===== config.mk =====
export PLATFORM = sky130hd
export DESIGN_NAME = virtual_channel_flit_buffer
export DESIGN_NICKNAME = d
export VERILOG_FILES = /design/src/hw/rtl/vcfb_pkg.sv /design/src/hw/rtl/virtual_channel_flit_buffer.sv
export SDC_FILE = /design/constraint.sdc
export NUM_CORES = 2
export LEC_CHECK = 0
export ABC_AREA = 1
export BUFFER_PORTS_ARGS = -buffer_cell sky130_fd_sc_hd__buf_2
export CAP_MARGIN = 10
export CORE_MARGIN = 1.5
export CORE_UTILIZATION = 55
export CTS_BUF_LIST = sky130_fd_sc_hd__clkbuf_2
export CTS_CLUSTER_SIZE = 24
export DETAILED_ROUTE_END_ITERATION = 10
export PLACE_DENSITY = 0.74
export SYNTH_ARGS = -nofsm -noshare
export SYNTH_HDL_FRONTEND = slang
export SYNTH_SLANG_ARGS = --single-unit
export TNS_END_PERCENT = 5

===== constraint.sdc =====
create_clock -name clock -period 11.87 [get_ports clock]
set_input_delay 1.7805 -clock clock [delete_from_list [all_inputs] [get_ports clock]]
set_output_delay 1.7805 -clock clock [all_outputs]
set_load 0.02 [all_outputs]

===== src/hw/rtl/vcfb_pkg.sv =====
// ----------------------------------------------------------------------------
// Virtual channel flit buffer package
// Shared constants, request codes and the sequencer state type.
// ----------------------------------------------------------------------------
package vcfb_pkg;

   localparam int DEF_NUM_CHANNELS = 4;
   localparam int DEF_MAX_DEPTH    = 8;
   localparam int DEF_FLIT_BITS    = 64;

   localparam int FUNC_W     = 2;
   localparam int CHANNEL_W  = 2;
   localparam int FLIT_W     = 64;
   localparam int OCC_W      = 4;
   localparam int LIMIT_W    = 4;
   localparam int REQ_USER_W = FUNC_W + CHANNEL_W;
   localparam int RSP_DATA_W = 72;
   localparam int RSP_USER_W = 1;

   localparam logic [LIMIT_W-1:0] LIMIT_RESET = 4'd8;

   localparam logic [FUNC_W-1:0] FUNC_PUSH = 2'd0;
   localparam logic [FUNC_W-1:0] FUNC_PULL = 2'd1;

   typedef enum logic [2:0] {
      ST_IDLE = 3'b001,
      ST_READ = 3'b010,
      ST_RESP = 3'b100
   } state_type;

endpackage


===== src/hw/rtl/virtual_channel_flit_buffer.sv =====
// ----------------------------------------------------------------------------
// Virtual channel flit buffer
// A request is taken in ST_IDLE, which also reads the flit memory into a
// register; ST_READ registers the response word and ST_RESP shows it
// until the response side takes it. No new request is taken before then.
// Reset clears all fill counts and head pointers at once and sets the depth
// limit to eight; the flit memory itself is not cleared.
// ----------------------------------------------------------------------------
module virtual_channel_flit_buffer #(
   parameter int NUM_CHANNELS = vcfb_pkg::DEF_NUM_CHANNELS,
   parameter int MAX_DEPTH    = vcfb_pkg::DEF_MAX_DEPTH,
   parameter int FLIT_BITS    = vcfb_pkg::DEF_FLIT_BITS
) (
   input  logic                              clock,
   input  logic                              reset,
   input  logic                              req_tvalid,
   output logic                              req_tready,
   // Fields from bit 0: flit_in.
   input  logic [vcfb_pkg::FLIT_W-1:0]       req_tdata,
   // Fields from bit 0: func, channel.
   input  logic [vcfb_pkg::REQ_USER_W-1:0]   req_tuser,
   output logic                              rsp_tvalid,
   input  logic                              rsp_tready,
   // Fields from bit 0: flit_out, occupancy, full_res, empty_res, error.
   output logic [vcfb_pkg::RSP_DATA_W-1:0]   rsp_tdata,
   // Fields from bit 0: flit_valid.
   output logic [vcfb_pkg::RSP_USER_W-1:0]   rsp_tuser,
   input  logic                              csr_valid,
   output logic                              csr_ready,
   input  logic [vcfb_pkg::LIMIT_W-1:0]      csr_data
);
   import vcfb_pkg::*;

   localparam int CH_W    = (NUM_CHANNELS > 1) ? $clog2(NUM_CHANNELS) : 1;
   localparam int SLOT_W  = (MAX_DEPTH > 1) ? $clog2(MAX_DEPTH) : 1;
   localparam int CNT_W   = $clog2(MAX_DEPTH + 1);
   localparam int SUM_W   = CNT_W + 1;
   localparam int LIM_W   = (CNT_W > LIMIT_W) ? CNT_W : LIMIT_W;
   localparam int ENTRIES = NUM_CHANNELS * MAX_DEPTH;
   localparam int ADDR_W  = (ENTRIES > 1) ? $clog2(ENTRIES) : 1;

   state_type state_ff, state_in;
   logic [LIMIT_W-1:0] limit_ff;
   logic [CNT_W-1:0]   count_ff [NUM_CHANNELS];
   logic [SLOT_W-1:0]  head_ff  [NUM_CHANNELS];

   logic [FLIT_BITS-1:0] mem [ENTRIES];
   logic [FLIT_BITS-1:0] rdata_ff;
   logic [FLIT_BITS-1:0] push_flit_ff;
   logic                 fwd_ff, valid_ff, full_ff, empty_ff, err_ff;
   logic [OCC_W-1:0]     occ_ff;
   logic [RSP_DATA_W-1:0] rsp_data_ff;
   logic                 rsp_user_ff;

   logic [FUNC_W-1:0]    func;
   logic [CH_W-1:0]      ch_idx;
   logic [FLIT_BITS-1:0] flit;
   logic                 accept, ch_ok, is_push, is_pull, push_ok, pull_ok;
   logic [CNT_W-1:0]     cnt_cur, cnt_new;
   logic [SLOT_W-1:0]    head_cur, head_new, tail;
   logic [SUM_W-1:0]     tail_sum;
   logic [LIM_W-1:0]     lim;
   logic [ADDR_W-1:0]    wr_addr, rd_addr;
   logic [FLIT_BITS-1:0] flit_sel;

   assign func      = req_tuser[FUNC_W-1:0];
   assign ch_idx    = CH_W'(req_tuser[REQ_USER_W-1:FUNC_W]);
   assign flit      = req_tdata[FLIT_BITS-1:0];
   assign accept    = req_tvalid && req_tready;
   assign req_tready = (state_ff == ST_IDLE);
   assign csr_ready = 1'b1;
   assign ch_ok     = 32'(req_tuser[REQ_USER_W-1:FUNC_W]) < NUM_CHANNELS;
   assign is_push   = (func == FUNC_PUSH);
   assign is_pull   = (func == FUNC_PULL);
   assign cnt_cur   = count_ff[ch_idx];
   assign head_cur  = head_ff[ch_idx];

   always_comb begin
      priority if (limit_ff == '0) begin
         lim = LIM_W'(1);
      end else if (32'(limit_ff) > MAX_DEPTH) begin
         lim = LIM_W'(MAX_DEPTH);
      end else begin
         lim = LIM_W'(limit_ff);
      end
   end

   assign push_ok = is_push && ch_ok && (LIM_W'(cnt_cur) < lim);
   assign pull_ok = is_pull && ch_ok && (cnt_cur != '0);

   always_comb begin
      tail_sum = SUM_W'(head_cur) + SUM_W'(cnt_cur);
      if (32'(tail_sum) >= MAX_DEPTH) begin
         tail_sum = tail_sum - SUM_W'(MAX_DEPTH);
      end
      tail = SLOT_W'(tail_sum);
      if (32'(head_cur) == MAX_DEPTH - 1) begin
         head_new = '0;
      end else begin
         head_new = head_cur + SLOT_W'(1);
      end
      priority if (push_ok) begin
         cnt_new = cnt_cur + CNT_W'(1);
      end else if (pull_ok) begin
         cnt_new = cnt_cur - CNT_W'(1);
      end else begin
         cnt_new = cnt_cur;
      end
   end

   assign wr_addr = ADDR_W'(int'(ch_idx) * MAX_DEPTH + int'(tail));
   assign rd_addr = ADDR_W'(int'(ch_idx) * MAX_DEPTH + int'(head_cur));

   always_ff @(posedge clock) begin
      if (accept && push_ok) begin
         mem[wr_addr] <= flit;
      end
      if (accept) begin
         rdata_ff <= mem[rd_addr];
      end
   end

   always_ff @(posedge clock) begin
      if (accept) begin
         push_flit_ff <= flit;
         fwd_ff       <= push_ok && (cnt_cur == '0);
         valid_ff     <= ch_ok && (is_pull ? pull_ok : (cnt_new != '0));
         occ_ff       <= ch_ok ? OCC_W'(cnt_new) : '0;
         full_ff      <= ch_ok && (LIM_W'(cnt_new) >= lim);
         empty_ff     <= !ch_ok || (cnt_new == '0);
         err_ff       <= !ch_ok || (is_push && !push_ok) || (is_pull && !pull_ok);
      end
      if (state_ff == ST_READ) begin
         rsp_data_ff <= {RSP_DATA_W'(0)} | {1'b0, err_ff, empty_ff, full_ff, occ_ff,
                                            FLIT_W'(valid_ff ? flit_sel : '0)};
         rsp_user_ff <= valid_ff;
      end
   end

   assign flit_sel = fwd_ff ? push_flit_ff : rdata_ff;

   always_ff @(posedge clock) begin
      if (reset) begin
         limit_ff <= LIMIT_RESET;
         for (int i = 0; i < NUM_CHANNELS; i++) begin
            count_ff[i] <= '0;
            head_ff[i]  <= '0;
         end
      end else begin
         if (csr_valid && csr_ready) begin
            limit_ff <= csr_data;
         end
         if (accept && ch_ok) begin
            count_ff[ch_idx] <= cnt_new;
            if (pull_ok) begin
               head_ff[ch_idx] <= head_new;
            end
         end
      end
   end

   always_comb begin
      state_in = state_ff;
      unique case (state_ff)
         ST_IDLE: begin
            if (accept) begin
               state_in = ST_READ;
            end
         end
         ST_READ: begin
            state_in = ST_RESP;
         end
         ST_RESP: begin
            if (rsp_tready) begin
               state_in = ST_IDLE;
            end
         end
         default: begin
            state_in = ST_IDLE;
         end
      endcase
   end

   always_ff @(posedge clock) begin
      if (reset) begin
         state_ff <= ST_IDLE;
      end else begin
         state_ff <= state_in;
      end
   end

   assign rsp_tvalid = (state_ff == ST_RESP);
   assign rsp_tdata  = rsp_data_ff;
   assign rsp_tuser  = rsp_user_ff;

endmodule


# Word level (Yosys, flattened, before mapping)
# Memories as Yosys holds them, arrays and structs flattened. A register that Yosys moved wholly into a read port is not among the register bits.
# Cells that the tools add are included.
# Widths: inputs -> output; s select.
# totals
n_memories	3
ff_bits	152
out_inout_bits	76
ramBits	2076
# op_classes
order_cmp	4
n_addsub	7
reduce_logical	19
eq_ne	7
n_mux	28
# mem_list
memory	words	word_bits	rd	rd_ports_with_merged_regs	wr	line	source
mem	32	64	1	1	1	virtual_channel_flit_buffer.sv:47	logic [FLIT_BITS-1:0] mem [ENTRIES];
count_ff	4	4	1	0	4	virtual_channel_flit_buffer.sv:44	logic [CNT_W-1:0] count_ff [NUM_CHANNELS];
head_ff	4	3	1	0	4	virtual_channel_flit_buffer.sv:45	logic [SLOT_W-1:0] head_ff [NUM_CHANNELS];
# op_table
operator	n
$mux 64	1
$mux 4	5
$mux 3	5
$mux 1	14
$logic_not 4->1	3
$add 5x3->5	2
$pmux 3 s3	1
$reduce_bool 4->1	2
$logic_and 1x1->1	7
$eq 3x3->1 const B	2
$add 3x4->5	1
$ge 5x4->1 const B	1
$add 4x1->4 const B	1
$ge 4x4->1	1
$gt 4x4->1 const B	1
$lt 4x4->1	1
$mux 2	2
$ne 2x1->1 const B	2
$reduce_or 4->1	1
$sub 4x1->4 const B	1
$add 3x1->3 const B	1
$eq 3x1->1 const B	1
$eq 3x2->1 const B	1
$reduce_or 3->1	1
other kinds (6)	7

# Longest topological paths before layout
# An unclocked memory read counts as a cell.
# logic_depth
ltp_word	9
mapped_depth	19

# Least setup slack after synthesis
# Ideal clock, no wire load.
# synth_path
kind	input -> register
start	input req_tuser[2] in the netlist's numbering
end	memory mem[0][0] in the netlist's numbering, enable pin
arrival_time_ps	8306
slack_ps	2999
path_stages	15
path_buffers	5
cell_sequence	buf_2 -> inv_2 -> nand2_2 -> inv_2 -> nand2_1 -> nand4_1 -> buf_2 -> buf_4 -> buf_2 -> buf_2 -> ha_1 -> fa_1 -> xor2_1 -> inv_2 -> nor3_1
# synth_between
elab_chain_cells	6
word_cells_on_any_way	12
classes_between	3 x add/sub; 2 x order compare; 3 x mux; 2 x reduce/logical; 2 x memory
# synth_rtl
element	line	source
from (decl)	virtual_channel_flit_buffer.sv:21	input logic [vcfb_pkg::REQ_USER_W-1:0] req_tuser,
parallel branches: the longest is 6 deep, another holds $add 3x4->5	-	
to (decl)	virtual_channel_flit_buffer.sv:47	
# Several ways; the timed one is not identified.

# Worst setup path after layout
# layout_path
start	input req_tuser[2] in the netlist's numbering
end	register rdata_ff[38] (read register of mem) (data pin)
# layout_between
elab_chain_cells	2
# layout_rtl
element	line	source
$mem_v2 4x3	-	
$add 5x3->5 (*)	virtual_channel_flit_buffer.sv:112	assign rd_addr = ADDR_W'(int'(ch_idx) * MAX_DEPTH + int'(head_cur));
to (decl)	virtual_channel_flit_buffer.sv:48	logic [FLIT_BITS-1:0] rdata_ff;
# Every way passes the cells marked *; elsewhere a longest branch is shown, timed or not.
# A chain may end at the register's enable or synchronous reset.

==> flow_summary.ini <==
[sta]
finalCritPeriodShare = 0.519
slew_viol_final = 0
setup_tns_ns = 0
finalHoldViolCount = 0
fin_skew_ns = 0.139
clock.fmax_mhz = 162
rsz0062_at_grt = no
relSlewSlack = 0.0737
fin_crit_ns = 6.16
final.setup.worst_slack_ns = 5.71
setup_viol = 0
worstMarginPinSlew_ns = 1.39

[power]
p_per_area_mw_per_mm2 = 150
ir_drop_uv = 119
p_leak_nw = 38.8

[floorplan]
ios = 153
num_rows = 151
dieHeight_um = 417
start_util = 0.554
die_w_um = 417
fp.dieArea_mm2 = 0.174
core_mm2 = 0.170

[logic_synthesis]
yosys_warnings = 0
synth-seq-cells = 2292
yosysUniqueCellTypes = 27
syn_nets = 7805
synth_largest_area_cell = edfxtp_1
ys_seq_area_frac = 0.731
syn_area_mm2 = 0.0941
syn_inst = 7716
syn_avg_cell_area_um2 = 12.2
synth_top_area_share = 0.729
synth.area.top_cells = edfxtp_1, o211ai_1, nand2_1

[placed_design]
place_hpwl_um = 115000
gp_congestion = 0.834
preCtsSetupSlack_ns = 4.20
io_buffer_count = 150

[cts]
cts.htree.levels = 6
clk_pin_slew_worst_paths_ns = 0.13
cts-root-buf = clkbuf_2
clock-sinks = 2292
cts_tree = yes
clockBufferDepth = 4
worstSkewPairLatency_ns = 1.84
cts_buffers = 572
post_cts_resized = 0

[critical_path]
r2r-start = head_ff[0][0]$_SDFFCE_PN0P_
regToRegEndpoint = rdata_ff[38]$_DFFE_PP_
path_class = in2reg
rr_worst_depth = 13
setup.worst_path.start_class = input pin
required_ns = 13.39
critPathCapture = rdata_ff[38]$_DFFE_PP_
r2r_slack_ns = 6.43
cp-end-kind = flip-flop
critical_path_arrival_ns = 7.67
crit_path_start = req_tuser[2]
path_max_fanout = 115

[global_routing]
gr-total-overflow = 0
antenna_found_initial = 16
grt_max_degree = 256
grt_first_pass_wirelength_um = 353000
grt_use_total = 0.272
first_global_vias = 59243

[final_layout]
layout-drive-gt1-share = 0.140
final_cell_mix = edfxtp_1, nand2_1, inv_1, o211ai_1, clkbuf_2
final_common_cell = edfxtp_1
final_util = 0.599
area_growth_pct = 7.95
fin_nets = 8194

[routing]
via_count = 60936
first_iter_violations = 7456
drcViolationCount = 0
avgViaCountPerCell = 5.71
dr.pass1.iters = 6
wl_um = 237000
wl_per_cell_um = 22.2
drtAntennaViolNets = 0

[flow_run]
drv_cap = 0

[status]
outcome = finished clean

[worst_hold_path]
hold_class = in2reg
-- stage by stage --
step	power [mW]	cells	cell area [um2]	hold slack [ns]
after floorplan	10.0	7716	94100	0.400
after global placement	10.4	9748	96800	0.405
after detailed placement	10.4	9748	96800	0.406
after CTS	15.3	10665	102000	0.0621
after global routing	15.9	10674	102000	0.137
final	15.3	10679	102000	0.233
-- routing by layer --
metal	GRT usage	vias up	wire (um)
met4	0.119	12	8510
met3	0.0527	594	23700
met2	0.445	3262	115000
li1	-	27898	-
met5	0	-	82
met1	0.355	29170	90200
-- worst max-delay path, cell delays in order --
cell,delay [ns]
buf_2,0.27
nand2_2,0.20
inv_4,0.54
nand2_1,0.13
nand4_1,0.18
buf_4,0.74
buf_4,0.93
buf_4,0.98
buf_4,0.94
nand2_1,0.13
o211ai_1,0.15
o211ai_1,0.14
nand3_1,0.12
nand2_1,0.07
inv_1,0.05
nand2_1,0.04
-- power breakdown --
part	internal, mW	switching (mW)	leakage, nW
Clock	1.99	3.01	3.67
Combinational	0.311	0.937	14.4
Sequential	9.00	0.0236	20.7
Total	11.3	3.97	38.8
-- cell usage after synthesis (all sizes together) --
cell type / instances
a21oi: 69
a31oi: 1
buf: 260
clkbuf: 191
clkinv: 2
conb: 2
dfxtp: 7
edfxtp: 2285
fa: 1
ha: 11
inv: 1199
nand2: 1568
nand3: 473
nand4: 8
nor2: 527
nor3: 8
o211ai: 961
o21ai: 139
xnor2: 1
xor2: 3
-- flip-flops by register name, indices dropped and copies added, names as in the netlist --
register and cells:
count_ff 16, empty_ff 1, err_ff 1, full_ff 1
fwd_ff 1, head_ff 12, limit_ff 4, mem 2048
occ_ff 4, push_flit_ff 64, rdata_ff 64, rsp_tdata 71
rsp_tuser 1, state_ff 3, valid_ff 1
-- area by class of cell --
type | instances | area, um2
clock buffer | 793 | 3970
sequential | 2292 | 68800
inverter | 1201 | 4540
tap | 2218 | 2780
timing repair buffer | 266 | 1670
clock inverter | 123 | 741
fill | 13216 | 68100
multi-input combinational | 3772 | 19100
antenna | 14 | 35.0
-- cell families after synthesis --
logic type	count (synthesis)	synth area share
AND/OR/NAND/NOR	2584	0.110
flip-flops	2292	0.731
buffers and inverters	1652	0.0691
AO/OA/AOI/OAI	1170	0.0879
adder cells (fa/ha/maj)	12	0.00168
XOR/XNOR	4	0.000373
other	2	0.0000798
-- worst min-delay path by stage --
stage	from	endpoint	slack (ns)	cells after the start
after global placement	err_ff$_DFFE_PP_	rsp_tdata[70]$_DFFE_PN_	0.40	0
after CTS	csr_data[2]	limit_ff[2]$_SDFFE_PP0P_	0.06	3
after detailed placement	occ_ff[3]$_DFFE_PP_	rsp_tdata[67]$_DFFE_PN_	0.41	0
after global routing	csr_data[3]	limit_ff[3]$_SDFFE_PP1P_	0.14	3
after floorplan	occ_ff[0]$_DFFE_PP_	rsp_tdata[64]$_DFFE_PN_	0.40	0
final	csr_data[2]	limit_ff[2]$_SDFFE_PP0P_	0.23	3
-- timing repair --
| item | in CTS | in global routing |
|---|---|---|
| hold endpoints to repair | 1 | 0 |
| setup buffers | 0 | 0 |
| hold buffers | 1 | 0 |
(Power assumes the default switching activity.)
